[src/hdl/arr_pkg.sv]
// shared types and constants for the aggregate ratio rank block
// no dependencies
`default_nettype none
package arr_pkg;

  localparam int unsigned ID_W    = 32;
  localparam int unsigned REC_W   = 32;
  localparam int unsigned SUM_W   = 48;
  localparam int unsigned RATE_W  = 58;
  localparam int unsigned SCALE_W = 10;
  localparam logic [SCALE_W-1:0] RATE_SCALE = 10'd1000;
  // one quotient bit per step over the scaled numerator
  localparam int unsigned DIV_STEPS = RATE_W;
  localparam int unsigned DIV_CNT_W = 6;

  typedef enum logic [2:0] {
    OP_HOLD,
    OP_ACC,
    OP_LOAD,
    OP_DIV,
    OP_FROM_LEFT,
    OP_FROM_RIGHT
  } cell_op_t;

  typedef struct packed {
    cell_op_t op;
    logic     valid;
  } cell_ctl_t;

  typedef struct packed {
    logic [ID_W-1:0]   id;
    logic [SUM_W-1:0]  imp;
    logic [SUM_W-1:0]  spend;
    logic [RATE_W-1:0] rate;
  } entry_t;

endpackage
`default_nettype wire

[src/hdl/arr_cell.sv]
// one table cell: accumulate, bit-serial rate divide, neighbor exchange
// depends on arr_pkg
`default_nettype none
module arr_cell (
  input  wire logic                      clk,
  input  wire arr_pkg::cell_ctl_t        ctl,
  input  wire logic                      new_en,
  input  wire logic [arr_pkg::ID_W-1:0]  in_id,
  input  wire logic [arr_pkg::REC_W-1:0] in_imp,
  input  wire logic [arr_pkg::REC_W-1:0] in_spend,
  input  wire arr_pkg::entry_t           left_in,
  input  wire arr_pkg::entry_t           right_in,
  output arr_pkg::entry_t                ent,
  output logic                           hit
);

  logic [arr_pkg::SUM_W-1:0] rem;
  logic [arr_pkg::SUM_W:0]   imp_sum;
  logic [arr_pkg::SUM_W:0]   spend_sum;
  logic [arr_pkg::SUM_W:0]   shifted;
  logic [arr_pkg::SUM_W:0]   diff;
  logic                      ge;

  assign hit = ctl.valid && (ent.id == in_id);

  assign imp_sum   = {1'b0, ent.imp} + {{(arr_pkg::SUM_W - arr_pkg::REC_W + 1){1'b0}}, in_imp};
  assign spend_sum = {1'b0, ent.spend}
                   + {{(arr_pkg::SUM_W - arr_pkg::REC_W + 1){1'b0}}, in_spend};

  // restoring divide step, zero divisor gives all-zero quotient
  assign shifted = {rem, ent.rate[arr_pkg::RATE_W-1]};
  assign diff    = shifted - {1'b0, ent.imp};
  assign ge      = (ent.imp != '0) && (shifted >= {1'b0, ent.imp});

  always_ff @(posedge clk) begin
    case (ctl.op)
      arr_pkg::OP_ACC: begin
        if (hit) begin
          ent.imp   <= imp_sum[arr_pkg::SUM_W] ? '1 : imp_sum[arr_pkg::SUM_W-1:0];
          ent.spend <= spend_sum[arr_pkg::SUM_W] ? '1 : spend_sum[arr_pkg::SUM_W-1:0];
        end else if (new_en) begin
          ent.id    <= in_id;
          ent.imp   <= arr_pkg::SUM_W'(in_imp);
          ent.spend <= arr_pkg::SUM_W'(in_spend);
        end
      end
      arr_pkg::OP_LOAD: begin
        ent.rate <= {{(arr_pkg::RATE_W - arr_pkg::SUM_W){1'b0}}, ent.spend}
                  * arr_pkg::RATE_W'(arr_pkg::RATE_SCALE);
        rem      <= '0;
      end
      arr_pkg::OP_DIV: begin
        rem      <= ge ? diff[arr_pkg::SUM_W-1:0] : shifted[arr_pkg::SUM_W-1:0];
        ent.rate <= {ent.rate[arr_pkg::RATE_W-2:0], ge};
      end
      arr_pkg::OP_FROM_LEFT:  ent <= left_in;
      arr_pkg::OP_FROM_RIGHT: ent <= right_in;
      default: ;
    endcase
  end

endmodule
`default_nettype wire

[config.mk]
export PLATFORM = sky130hd
export DESIGN_NAME = arr_cell
export DESIGN_NICKNAME = d
export VERILOG_FILES = /design/src/hdl/arr_pkg.sv /design/src/hdl/arr_cell.sv
export SDC_FILE = /design/constraint.sdc
export NUM_CORES = 1
export LEC_CHECK = 0
export BUFFER_PORTS_ARGS = -buffer_cell sky130_fd_sc_hd__clkbuf_2
export CAP_MARGIN = 20
export CORE_ASPECT_RATIO = 2
export CORE_UTILIZATION = 35
export CTS_BUF_LIST = sky130_fd_sc_hd__clkbuf_4
export CTS_CLUSTER_DIAMETER = 100
export DETAILED_ROUTE_END_ITERATION = 10
export PLACE_DENSITY = 0.58
export SLEW_MARGIN = 40
export SYNTH_ARGS = -nofsm -noshare
export SYNTH_HDL_FRONTEND = slang
export SYNTH_SLANG_ARGS = --single-unit
[constraint.sdc]
create_clock -name clk -period 17.15 [get_ports clk]
set_input_delay 0.8575 -clock clk [delete_from_list [all_inputs] [get_ports clk]]
set_output_delay 0.8575 -clock clk [all_outputs]
set_load 0.01 [all_outputs]
==> impl_metrics.tcl <==
set metrics [dict create \
    cp-endpoint "ent[55]" \
    postCtsSetupRepairBufs 0 \
    finalClockSkew_ps 60.53 \
    hold_path_class "in -> reg" \
    critPathMostFrequentCell "fa_1" \
    ctsLongestPathBuffers 3 \
    first_iter_violations 1655 \
    path_clk_slew_ps 70 \
    p_clk_share_pct 9.3 \
    overflow 0 \
    cap_violations 0 \
    max_freq_mhz 162.9 \
    worstPathCellList "inv_1 -> fa_1 -> fa_1 -> fa_1 -> fa_1 -> inv_1 -> ha_1 -> nand3_1 -> a2111oi_0 -> nor2_1 -> a21oi_1 -> o2111ai_1 -> a211oi_1 -> o221ai_1 -> o31ai_1 -> xnor2_1 -> a21oi_1" \
    setup_violations 0 \
    cp_slowest_cell "fa_1" \
    die_area_um2 82470 \
    synth_top_cell_by_area "edfxtp_1" \
    max-slew-margin-rel_pct 40.14 \
    sw_frac_of_total_pct 54.05 \
    start_kind "flip-flop" \
    crit_type "reg -> reg" \
    wl_per_cell_um 24.22 \
    cts_sinks 234 \
    reg2reg_slack_ps 11010 \
    holdWs_ps 197.3 \
    cts_resized 0 \
    grt_use_total_pct 27.99 \
    p_int_mw 2.894 \
    ios 661 \
    dp_hpwl_um 95030 \
    antenna_found_initial 8 \
    grt_max_degree 65 \
    synth_ff_type "edfxtp_1" \
    power_frac_comb_pct 75.4 \
    final_nets 4615 \
    r2r-end "ent[55]" \
    die_h_um 405.1 \
    synth_cells 3121 \
    h-tree-depth 3 \
    cp-startpoint "ent[67]" \
    synth_edf_count 234 \
    post-route-drc-count 0 \
    numCtsBuffers 67 \
    post-route-min-period_ps 6139 \
    tightest_slew_ps 890.5 \
    portBuffers 660 \
    clk_latency_ps 970 \
    synth_area_um2 28440 \
    row_count 147 \
    finalHoldViolCount 0 \
    ys_ff_latch 234 \
    layout-drive-gt1-share_pct 23.37 \
    ys_seq_area_share_pct 24.71 \
    place_area_um2 32750 \
    yosysWarnings 0 \
    routed_via_density 5.645 \
    status "complete, no violations" \
    clk_root_buffer_cell "clkbuf_4" \
    p_seq_share_pct 15.3 \
    area_growth_syn_to_layout_pct 18.25 \
    rsz0062_at_grt "false" \
    vdd_drop_max_uv 112.8 \
    tritoncts "built" \
    wirelength_um 116700 \
    r2r-start "ent[67]" \
    slew_viol_final 0 \
    totalNegativeSetupSlack_ps 0 \
    powerDensity_nw_per_um2 187.3 \
    synth-async-reset-ratio_pct 0 \
    ant_nets 0 \
    design_area_um2 33630 \
    first_global_vias 28130 \
    synth.distinct_cells 82 \
    max_stage_delay_ps 550 \
    p_switching_mw 3.404 \
    syn_nets 4011 \
    cellLeakagePower_nw 15.79 \
    synth.area.top_cells "edfxtp_1 (25%), fa_1 (13%), ha_1 (10%), mux2i_1 (6.1%), a21oi_1 (5.3%)" \
    dr.pass1.iters 7 \
    synth_area_per_cell_um2 9.112 \
    cp.required_ps 17820 \
    synth_top_cell_area_share_pct 24.71 \
    cp_max_fo 8 \
    die_w_um 203.6 \
    multiInputGateArea_um2 19570 \
    arrival_ps 6810 \
    final_cell_mix "clkbuf_2 (659), inv_1 (358), a21oi_1 (304)" \
    start_util_pct 35.38 \
    fp.coreArea_um2 80380 \
    grt_pass1_wl_um 169900 \
    reg2reg_depth 17 \
    place_congestion 0.9814 \
    fillers 8267 \
    hold_buffers 0 \
    finalCritPeriodShare_pct 35.80 \
    worstSetupEndpointType "flip-flop" \
    seqCellArea_um2 7027 \
    vias 27190 \
    final_common_cell "clkbuf_2" \
]
## worst min path at each step
stage,startpoint,to,slack (ps),depth (start not counted)
global route,in_id[28],ent[182],170,2
CTS,in_id[28],ent[182],100,2
global placement,ent[13],ent[14],580,2
finish,in_id[28],ent[182],200,2
floorplan,rem[1],rem[2],560,2
detailed placement,ent[13],ent[14],580,2
## layer usage
layer	GRT usage, %	vias to the layer above	wire (µm)
met5	0	-	14
met4	17.13	2	7242
met3	4.984	326	7867
met2	51.64	1240	60440
met1	29.03	13140	41120
li1	-	12490	-
## state kept, by name (all words and copies together) (netlist names)
name / count
rem: 48
ent: 186
## power groups by stage
stage / Sequential (mW) / Combinational, mW / Clock, mW
floorplan: 0.957 / 3.14 / 0
global placement: 0.971 / 4.66 / 0
detailed placement: 0.968 / 4.69 / 0
CTS: 0.960 / 4.72 / 0.604
global route: 0.971 / 5.22 / 0.618
finish: 0.963 / 4.75 / 0.584
## Yosys cell counts (7+ instances only)
master     number
inv_1         359
a21oi_1       304
o21ai_0       240
edfxtp_1      234
ha_1          231
fa_1          185
mux2i_1       174
nor2_1        164
nand2_1       137
clkbuf_1      127
xnor2_1       122
a21o_1        113
xor2_1         79
mux2_2         53
nand3_1        53
nand4_1        48
a221oi_1       45
nor3_1         41
o2bb2ai_1      32
a31oi_1        26
and3_1         25
nor4_1         25
nor2b_1        24
o21bai_1       23
o22ai_1        23
nand2b_1       20
o21a_1         18
or3_1          16
a211oi_1       13
buf_1          12
o31ai_1        12
and2_1         11
buf_2          11
a211o_1         8
a221o_1         8
o221ai_1        7
## layout make-up
cell class | count | area share [%]
sequential | 234 | 20.89
multi-input combinational | 2375 | 58.20
clock buffer | 87 | 1.942
clock inverter | 23 | 0.5283
inverter | 361 | 4.033
timing repair buffer | 686 | 10.47
tap | 1043 | 3.880
antenna | 8 | 0.05953
## cells by family after synthesis
kind of cell / after synthesis / share of synthesized area (%)
compound gates: 937 / 20.67
simple gates: 594 / 10.19
buf+inv: 512 / 6.832
fa+ha+maj: 416 / 23.19
flops: 234 / 24.71
mux: 227 / 8.223
xor+xnor: 201 / 6.190
## worst max-delay path, delay by kind of cell (launching register included)
kind	cells	cell delay, ps
AND/OR/NAND/NOR	2	360
flip-flops	1	470
adder cells (fa/ha/maj)	5	2430
buffers and inverters	2	310
AO/OA/AOI/OAI	7	2140
XOR/XNOR	1	150
## metrics by stage
| step | instances | utilization, % | setup slack (ps) | total power [mW] |
|---|---|---|---|---|
| 6_report | 4817 | 41.84 | 11010 | 6.298 |
| 3_5_place_dp | 4699 | 40.75 | 11110 | 5.663 |
| 2_1_floorplan | 3121 | - | 7201 | 4.094 |
| 3_3_place_gp | 4699 | 40.74 | 11220 | 5.631 |
| 4_1_cts | 4809 | 41.78 | 11050 | 6.282 |
| 5_1_grt | 4816 | 41.84 | 10590 | 6.808 |
Note: power is estimated with default switching activity, not from simulation.
